<file path="config.mk">
export PLATFORM = sky130hd
export DESIGN_NAME = spm_cell
export DESIGN_NICKNAME = d
export VERILOG_FILES = /design/src/spm_pkg.sv /design/src/spm_cell.sv
export SDC_FILE = /design/constraint.sdc
export NUM_CORES = 1
export LEC_CHECK = 0
export BUFFER_PORTS_ARGS = -buffer_cell sky130_fd_sc_hd__buf_2
export CAP_MARGIN = 30
export CORE_UTILIZATION = 35
export CTS_BUF_LIST = sky130_fd_sc_hd__clkbuf_8
export CTS_CLUSTER_DIAMETER = 80
export CTS_CLUSTER_SIZE = 10
export DETAILED_ROUTE_END_ITERATION = 10
export PLACE_DENSITY = 0.68
export SKIP_CTS_REPAIR_TIMING = 1
export SLEW_MARGIN = 0
export SYNTH_ARGS = -nofsm -noshare
export SYNTH_HDL_FRONTEND = slang
export SYNTH_SLANG_ARGS = --single-unit
</file>
<file path="constraint.sdc">
create_clock -name clk -period 0.8 [get_ports clk]
set_input_delay 0.16 -clock clk [delete_from_list [all_inputs] [get_ports clk]]
set_output_delay 0.16 -clock clk [all_outputs]
set_load 0.03 [all_outputs]
</file>
<file path="src/spm_pkg.sv">
// Shared types and constants of the sample player mixer.
package spm_pkg;
  localparam int unsigned SampleW = 16;
  localparam int unsigned GainW   = 17;
  localparam int unsigned LenW    = 15;
  localparam logic [GainW-1:0] GainOne = 17'd65536;

  typedef enum logic [1:0] {
    CMD_TICK    = 2'd0,
    CMD_TRIGGER = 2'd1,
    CMD_WRITE   = 2'd2,
    CMD_LENGTH  = 2'd3
  } cmd_t;

  typedef enum logic [1:0] {
    REG_LOOP_MASK   = 2'd0,
    REG_FADE_LENGTH = 2'd1,
    REG_FADE_STEP   = 2'd2
  } reg_idx_t;

  typedef enum logic [2:0] {
    ST_IDLE,
    ST_VISIT,
    ST_READ,
    ST_MIX,
    ST_OUT
  } state_t;

  // Per-slot control for a cell.
  typedef struct packed {
    logic             shift;   // rotate all cells by one
    logic             set_len; // write length into the head cell
    logic [LenW-1:0]  len;
  } cell_ctl_t;

  // Slot state carried around the ring.
  typedef struct packed {
    logic             playing;
    logic             latched;
    logic             fading;
    logic             pending;
    logic [LenW-1:0]  length;
    logic [LenW-1:0]  pos;
    logic [GainW-1:0] gain;
  } slot_t;

  function automatic logic signed [SampleW-1:0] clamp16(input logic signed [SampleW+1:0] v);
    logic signed [SampleW-1:0] r;
    if (v > 18'sd32767) r = 16'sh7FFF;
    else if (v < -18'sd32768) r = 16'sh8000;
    else r = v[SampleW-1:0];
    return r;
  endfunction
endpackage

</file>
<file path="src/spm_cell.sv">
// One slot cell of the rotating ring; takes the previous cell's slot state on shift and holds it otherwise.
module spm_cell import spm_pkg::*; (
  input  logic      clk,
  input  logic      rst_n,
  input  logic      shift,
  input  slot_t     prev,
  output slot_t     cur
);
  slot_t st_r;
  always_ff @(posedge clk) begin
    if (!rst_n) begin
      st_r <= '0;
    end else if (shift) begin
      st_r <= prev;
    end
  end
  assign cur = st_r;
endmodule

</file>
After elaboration in Yosys (flattened, before gate mapping)
Index checks and enable logic that the tools add are counted.
- logic and storage cells: 7
- output and inout port bits: 51
- bits in registers: 51

Logic depth before layout (Yosys ltp)
- word-level depth: 0
- gate-level depth with buffers: 4
- gate-level depth less buffers: 2

Least setup slack after synthesis
OpenSTA, ideal clock, no wires.
- path kind: input -> register
- from: in shift
- to: reg st_r, in the netlist cur[0]
- data arrival time: 653 ps
- setup slack: 31 ps
- stages: 4
- buffers on the path: 2
- cell sequence: buf_6 -> buf_8 -> mux2i_1 -> nor2b_1
- RTL lines (item ; RTL line ; RTL):
    from (decl) ; spm_cell.sv:5 ; input logic shift,
    to (signal assigned) ; spm_cell.sv:14 ; st_r <= prev;
    to (decl) ; spm_cell.sv:9 ; slot_t st_r;

Worst setup path after layout
- from: reg st_r, in the netlist cur[21]
- to: out cur[21] (netlist name)
- RTL lines (item ; RTL line ; RTL):
    to (decl) ; spm_cell.sv:7 ; output slot_t cur
No word-level cell between the ends.

==> results.json <==
{
  "die_area_um2": 5890,
  "start_util_pct": 37.3,
  "path_buf_inv": 1,
  "routabilityCongestion": 0.679,
  "ant_nets": 0,
  "ys_types": 6,
  "track_usage_pct": 12.9,
  "ys_ff_latch": 51,
  "clock_sinks": 51,
  "path_class": "reg -> out",
  "grt_overflow": 0,
  "fp-row-count": 26,
  "synthesis.area_um2": 1960,
  "place_inst": 333,
  "io_pins": 105,
  "synth_nets": 218,
  "path_cells": "buf_6",
  "drc": 0,
  "diodes": 0,
  "routed_wl_um": 4090,
  "relSlewSlack_pct": 88.2,
  "synth_seq_area_share_pct": 52.2,
  "critPathMaxStageDelay_ps": 360,
  "status": "complete, but fails checks",
  "drive_gt1_share_pct": 61.8,
  "worst_pin_slew_ps": 172,
  "period_needed_ps": 932,
  "worst_ep_arrival_time_ps": 770,
  "finClkSkew_ps": 0,
  "clk_pin_slew_worst_paths_ps": 90,
  "violations": "setup timing",
  "max_freq_mhz": 1070,
  "p_leak_uw": 0.00146,
  "setup_violations": 51,
  "hold_path.class": "in -> reg",
  "setup-tns-final_ps": -5920,
  "max-vdd-ir-drop_mv": 1.01,
  "die_x_um": 76.8,
  "antenna_found_initial": 0,
  "syn_area_per_cell_um2": 11.9,
  "critPathRequiredTime_ps": 640,
  "synthTopCellsByArea": "dfxtp_1 (52%), mux2i_1 (26%), nor2b_1 (16%), buf_8 (3.8%), clkbuf_1 (0.96%)",
  "final_cell_mix": "buf_2 (53), mux2i_1 (51), nor2b_1 (51), dfxtp_2 (51), buf_6 (51)",
  "pwr_density_cell_nw_per_um2": 1770,
  "drtIter0Drc": 34,
  "grt_pass1_vias": 1443,
  "wl_per_cell_um": 11.9,
  "end_kind": "output port",
  "critPathTopFamily": "flip-flops",
  "final_common_cell": "buf_2",
  "worstSetupStartpointType": "flop",
  "report.final.slew_viol_count": 0,
  "syn2layout_area_growth_pct": 55.3,
  "worst_slack_ps": -132,
  "synth_warnings": 0,
  "core_um2": 5240,
  "grt_max_degree": 28,
  "root_buffer": "clkbuf_8",
  "rsz0062_at_grt": "true",
  "die_height_um": 76.8,
  "fin_crit_sh_pct": 117,
  "hpwl_um": 2740,
  "vias_per_cell": 4.30,
  "insertion_delay_ps": 290,
  "worst-path-max-fanout": 2,
  "nets": 325,
  "hold_viol": 0,
  "num_vias": 1470,
  "cts_tree": "yes",
  "synth_cells": 164,
  "numCtsBuffers": 5,
  "synth_top_area_share_pct": 52.2,
  "portBuffers": 104,
  "largest_register_ff_count": 51,
  "cap_violations": 0,
  "cts.path.max_buffers": 2,
  "h-tree-depth": 2,
  "layout.cells.non_filler": 342,
  "dr.pass1.iters": 2,
  "grt_pass1_wl_um": 6190,
  "slowest_stage": "dfxtp_2",
  "synth_top_area_cell": "dfxtp_1"
}
[report_power, final]
part | internal (uW) | switching [uW] | total, uW
Sequential | 2720 | 107 | 2830
Combinational | 605 | 577 | 1180
Clock | 590 | 766 | 1360
Total | 3920 | 1450 | 5370
[cell families after synthesis]
group | Yosys count | synth area share (%)
buffers and inverters | 11 | 5.37
and+or+nand+nor | 51 | 16.3
muxes | 51 | 26.1
DFF | 51 | 52.2
[synthesized netlist by cell type (all sizes together)]
library cell	number
nor2b	51
mux2i	51
buf	6
clkbuf	5
dfxtp	51
[layout make-up]
class / instances / area [um2]
Multi-Input combinational cell: 102 / 830
Fill cell: 441 / 2200
Sequential cell: 51 / 1080
Clock inverter: 3 / 12.5
Tap cell: 70 / 87.6
Clock buffer: 5 / 68.8
Timing Repair Buffer: 111 / 955
[per-layer routing]
metal,routed length [um],global-route usage (%),vias to the layer above,share of wire (%)
li1,-,-,748,-
met1,1730,14.7,659,42
met2,2040,22.5,61,50
met3,299,4.52,2,7.3
met4,10,3.46,0,0.24
met5,0,0,-,0
[through the flow]
step	hold WS, ps	power, uW	util [%]	setup slack (ps)	area [um2]
6_report	123	5370	58.0	-132	3040
5_1_grt	112	5650	58.0	-175	3040
4_1_cts	111	5200	50.5	-216	2650
3_5_place_dp	425	3820	49.0	-159	2570
3_3_place_gp	414	3820	49.0	-138	2570
2_1_floorplan	288	3480	-	30.6	1960
[worst paths after layout]
check	depth (start not counted)	slack [ps]	start	to
max	1	-130	cur[21]	cur[21]
min reg2reg	2	520	cur[6]	cur[6]
min	3	120	prev[17]	cur[17]
max reg2reg	3	60	cur[44]	cur[44]
No activity file was read; power rests on OpenSTA's default activity.
