===== src/spm_pkg.sv =====
// Shared types and constants of the sample player mixer.
package spm_pkg;
  localparam int unsigned SampleW = 16;
  localparam int unsigned GainW   = 17;
  localparam int unsigned LenW    = 15;
  localparam logic [GainW-1:0] GainOne = 17'd65536;

  typedef enum logic [1:0] {
    CMD_TICK    = 2'd0,
    CMD_TRIGGER = 2'd1,
    CMD_WRITE   = 2'd2,
    CMD_LENGTH  = 2'd3
  } cmd_t;

  typedef enum logic [1:0] {
    REG_LOOP_MASK   = 2'd0,
    REG_FADE_LENGTH = 2'd1,
    REG_FADE_STEP   = 2'd2
  } reg_idx_t;

  typedef enum logic [2:0] {
    ST_IDLE,
    ST_VISIT,
    ST_READ,
    ST_MIX,
    ST_OUT
  } state_t;

  // Per-slot control for a cell.
  typedef struct packed {
    logic             shift;   // rotate all cells by one
    logic             set_len; // write length into the head cell
    logic [LenW-1:0]  len;
  } cell_ctl_t;

  // Slot state carried around the ring.
  typedef struct packed {
    logic             playing;
    logic             latched;
    logic             fading;
    logic             pending;
    logic [LenW-1:0]  length;
    logic [LenW-1:0]  pos;
    logic [GainW-1:0] gain;
  } slot_t;

  function automatic logic signed [SampleW-1:0] clamp16(input logic signed [SampleW+1:0] v);
    logic signed [SampleW-1:0] r;
    if (v > 18'sd32767) r = 16'sh7FFF;
    else if (v < -18'sd32768) r = 16'sh8000;
    else r = v[SampleW-1:0];
    return r;
  endfunction
endpackage


===== src/spm_slot_logic.sv =====
// Trigger, end-of-sample and gain ramp rules applied to the head slot.
module spm_slot_logic import spm_pkg::*; #(
  parameter int unsigned AW = 14
) (
  input  slot_t            s_in,
  input  logic             is_loop,
  input  logic [GainW-1:0] step,
  input  logic [15:0]      fade_len,
  output slot_t            s_out,
  output logic             active,
  output logic [AW-1:0]    rd_pos
);
  slot_t a;
  slot_t b;
  logic [GainW:0] up;
  logic signed [GainW+1:0] dn;
  logic signed [LenW+1:0] thr;
  always_comb begin
    a = s_in;
    b = s_in;
    active = 1'b0;
    up = '0;
    dn = '0;
    thr = '0;
    if (a.pending) begin
      a.pending = 1'b0;
      if (a.playing && is_loop && a.latched) begin
        a.fading = 1'b1;
        a.latched = 1'b0;
      end else if (!a.playing || !is_loop) begin
        if (a.length != '0) begin
          a.playing = 1'b1;
          a.latched = is_loop;
          a.fading = 1'b0;
          a.pos = '0;
          a.gain = '0;
        end
      end
    end
    b = a;
    if (a.playing) begin
      if (a.pos >= a.length && !(is_loop && a.latched)) begin
        b.playing = 1'b0; b.latched = 1'b0; b.fading = 1'b0; b.pos = '0; b.gain = '0;
      end else begin
        if (a.pos >= a.length) b.pos = '0;
        if (!b.fading) begin
          up = {1'b0, b.gain} + {1'b0, step};
          if (b.gain < GainOne) b.gain = (up > {1'b0, GainOne}) ? GainOne : up[GainW-1:0];
          active = 1'b1;
        end else begin
          dn = $signed({2'b0, b.gain}) - $signed({2'b0, step});
          if (dn <= 0) begin
            b.playing = 1'b0; b.latched = 1'b0; b.fading = 1'b0;
            b.pos = '0; b.gain = '0;
          end else begin
            b.gain = dn[GainW-1:0];
            active = 1'b1;
          end
        end
        if (active && !is_loop && !b.fading) begin
          thr = $signed({2'b0, b.length}) - $signed({2'b0, fade_len[LenW-1:0]});
          if (fade_len[15] || $signed({2'b0, b.pos}) >= thr) b.fading = 1'b1;
        end
      end
    end
    rd_pos = b.pos[AW-1:0];
    // advance past the frame just read
    if (active) b.pos = b.pos + 1'b1;
    s_out = b;
  end
endmodule


===== config.mk =====
export PLATFORM = sky130hd
export DESIGN_NAME = spm_slot_logic
export DESIGN_NICKNAME = d
export VERILOG_FILES = /design/src/spm_pkg.sv /design/src/spm_slot_logic.sv
export SDC_FILE = /design/constraint.sdc
export NUM_CORES = 1
export LEC_CHECK = 0
export ABC_CLOCK_PERIOD_IN_PS = 11700
export CORE_MARGIN = 2
export CORE_UTILIZATION = 50
export DETAILED_ROUTE_END_ITERATION = 7
export DONT_BUFFER_PORTS = 1
export GPL_TIMING_DRIVEN = 0
export SLEW_MARGIN = 20
export SYNTH_ARGS = -nofsm -noshare
export SYNTH_HDL_FRONTEND = slang
export SYNTH_SLANG_ARGS = --single-unit
export TNS_END_PERCENT = 50

===== constraint.sdc =====
create_clock -name vclk -period 11.7
set_input_delay 1.17 -clock vclk [all_inputs]
set_output_delay 1.17 -clock vclk [all_outputs]
set_load 0.005 [all_outputs]

**After elaboration in Yosys (flattened, before gate mapping)**

Cells that the tools add are included.

- Register bits after elaboration: 0
- Output and inout port bits: 66
- Bits of input ports: 85
- Logic and storage cells: 57

- Reductions and logical operators: 13
- Multiplexer cells: 35
- Magnitude comparators: 5
- Add/sub/neg operators: 4

Operator list:

| operator | count |
|---|---|
| 32-bit two-way mux | 6 |
| 15-bit two-way mux | 6 |
| 17-bit two-way mux | 4 |
| 3-bit two-way mux | 8 |
| 17-bit by 17-bit adder with 18-bit output | 1 |
| 18-bit by 17-bit greater-than comparator with 1-bit output, second input constant | 1 |
| 18-bit by 1-bit less-or-equal comparator with 1-bit output, second input constant | 1 |
| 17-bit by 17-bit subtractor with 18-bit output | 1 |
| 17-bit less-than comparator, second input constant | 1 |
| 16-bit >= comparator | 1 |
| 15-bit by 15-bit subtractor with 16-bit output | 1 |
| 15-bit by 1-bit adder with 15-bit output, second input constant | 1 |
| 15-bit >= comparator | 1 |
| 15-bit nonzero test | 1 |
| 1-bit two-way mux | 9 |
| 1-bit logical AND | 6 |
| 1-bit zero test | 4 |
| 4-bit two-way mux | 1 |
| 1-bit logical OR | 2 |
| 2-bit two-way mux | 1 |

**Logic depth before layout (Yosys ltp)**

- Depth in word-level cells: 17
- Gate-level depth with buffers: 30
- Gate-level depth less buffers: 27

**Worst setup path after synthesis**

Ideal clock, no wire load.

- Path kind: input to output
- Start point: in s_in[40] in the netlist's numbering
- End point: out s_out[48] in the netlist's numbering
- Data arrival time: 7.228 ns
- Data required time: 10.530 ns
- Slack: 3.302 ns
- Buffers on the path: 3
- Cell stages on the path: 30
- Path through: nor4_1 a41oi_1 nand2_1 clkbuf_1 clkbuf_1 and2_1 inv_1 ha_1 fa_1 nand2b_1 a21o_1 a21o_4 xnor2_1 or4_1 or4_1 o22a_1 and2_1 clkbuf_1 nand3_1 ha_1 nand2b_1 a21o_1 a21o_1 a211o_1 a21oi_1 o21ai_0 a21oi_1 nor3_1 a211oi_1 o32ai_1

RTL lines:

| element | line | text |
|---|---|---|
| from (decl) | spm_slot_logic.sv:5 | `input slot_t s_in,` |
| to (decl) | spm_slot_logic.sv:9 | `output slot_t s_out,` |

==> out/results.ini <==
[run_status]
outcome=completed

[power_and_ir_drop]
power.leakage_nw=2.660
p_sw_share_pct=61.16
pwr-share-clk_pct=0
peakVddDrop_mv=0.02388
internal-power_mw=0.1221
p_sw_mw=0.1923
power_density_nw_per_um2=58.52
pwr-share-seq_pct=0
pwr-share-comb_pct=100.0

[timing]
whs_ps=2422
maxSlewHeadroom_pct=40.14
finalSetupTns_ps=0
post-route-min-period_ps=10860
grt_setup_unrepaired=false
slew_violations=0
worst_slew_pin_slew_ps=891.0
setup_ws_ps=838.5
finalCritPeriodShare_pct=92.83
fmax_ghz=0.09207
hold_viol=0
setup_viol=0

[global_route]
grt_remaining_overflow=0
antenna_found_initial=0
grt_max_degree=11
grt_pass1_vias=5491
grt_pass1_wl_um=27010
grt_use_total_pct=29.35

[placement]
dp_slack_ps=867.1
gp_congestion=0.9203
hpwl_um=14530
port_buffers=0

[synth]
ys_types=73
ys_seq_area_share_pct=0
yosysWarnings=0
syn_area_per_cell_um2=6.611
syn_area_um2=5202
syn_inst=787
synthesis.nets=962

[drt]
routed.top_layer=met4
wl_met1_um=6889
via_per_inst=6.298
met2_length_um=8555
num_vias=5813
ant_nets=0
dr.pass1.iters=6
met3_length_um=1269
drt-total-wl_um=17330
wl_per_cell_um=18.78
drtIter0Drc=412
drc=0

[finish]
nClkBuffers=0
drive_above_1_share_pct=4.828
diodes=0
area_growth_pct=3.271
regArea_um2=0
seq_cells=0
nFillCells=1046
multi_input_area_um2=4587
final_common_cell=inv_1
finalNetCount=964
layout_common_cells=96 x inv_1, 87 x ha_1, 58 x a21oi_1

[floorplan]
die_area_um2=11240
std_cell_rows=37
io_pins=151
die_y_um=106.0
coreArea_um2=10230
start_util_pct=50.85
die_w_um=106.0

[critical_path]
crit_top_cell=clkbuf_1
worstPathArrival_ps=9690
cp_max_fo=10
cp-start-kind=input pin
critPathSlowestCell=or4_1
crit_type=in -> out
slowest_delay_ps=580
cp_data_required_time_ps=10530
cp-end-kind=output pin

[cts]
ctsHoldBuffers=0
post-cts-setup-buffers=0
post_cts_resized=0

[hold_path]
hold_class=in -> out

[job]
max_cap_violations=0

==> worst max-delay path: cells and delay by family <==
kind	cells	cell delay, ps
XOR/XNOR	1	150
AO/OA/AOI/OAI	12	2860
buffers and inverters	6	2210
adder cells (fa/ha/maj)	2	540
AND/OR/NAND/NOR	8	2720
==> final timing paths <==
| kind | from | endpoint | cells past startpoint |
|---|---|---|---|
| max | s_in[44] | s_out[48] | 29 |
| min | s_in[36] | s_out[36] | 1 |
==> power groups by stage <==
stage	Clock (mW)	Sequential [mW]	Combinational (mW)
floorplan	0	0	0.240
global placement	0	0	0.304
detailed placement	0	0	0.308
CTS	0	0	0.310
global route	0	0	0.350
finish	0	0	0.314
==> routing by layer <==
layer | global-route usage, % | vias up
met5 | 0 | -
met4 | 9.117 | 0
met3 | 4.598 | 41
met2 | 55.44 | 230
met1 | 33.58 | 2709
li1 | - | 2833
==> metrics by stage <==
stage / area, um^2 / cells / utilization (%) / total power [mW]
after detailed placement: 5373 / 923 / 52.51 / 0.3083
after global routing: 5373 / 923 / 52.51 / 0.3500
after floorplan: 5202 / 787 / - / 0.2402
after CTS: 5373 / 923 / 52.51 / 0.3101
after global placement: 5373 / 923 / 52.51 / 0.3039
final: 5373 / 923 / 52.51 / 0.3144
==> cell type report <==
type	count	share of cell area (%)
well taps	136	3.167
inverters	96	6.707
plain buffers	47	4.751
multi-input cells	644	85.38
==> synthesized netlist by cell type (all sizes together), types with 4 or more instances <==
library cell / number / area (um^2)
inv: 96 / 360.4
ha: 87 / 1089
a21oi: 58 / 290.3
nor2: 56 / 210.2
nand2: 55 / 206.5
o21ai: 42 / 214.0
and2: 29 / 183.9
clkbuf: 25 / 93.84
a21o: 23 / 180.2
nor3: 23 / 115.1
buf: 22 / 161.4
nand3: 19 / 95.09
xnor2: 19 / 166.4
nor4: 14 / 87.58
xor2: 14 / 122.6
nand2b: 13 / 81.33
o211ai: 13 / 97.59
o21a: 12 / 90.09
a2111oi: 11 / 97.59
and3: 11 / 68.82
nand4: 11 / 68.82
a211oi: 10 / 75.07
a22oi: 10 / 75.07
o31ai: 9 / 67.56
mux2i: 8 / 80.08
a211o: 7 / 61.31
a221oi: 7 / 61.31
nor2b: 7 / 43.79
or2: 6 / 37.54
or4: 5 / 37.54
a311oi: 4 / 35.03
a31oi: 4 / 25.02
o21bai: 4 / 30.03
==> cell families (layout without fill, tap and decap cells) <==
family                     count (synthesis)  after routing  synth area share, %
xor gates and xnor gates                  33             33                5.556
adders and majority gates                 90             90                22.08
and+or+nand+nor                          264            264                26.09
muxes                                     10             10                1.972
other                                      1              1              0.07208
AOI/OAI and AO/OA                        246            246                32.40
buffers and inverters                    143            143                11.83
Power figures use the tool's default switching activity.
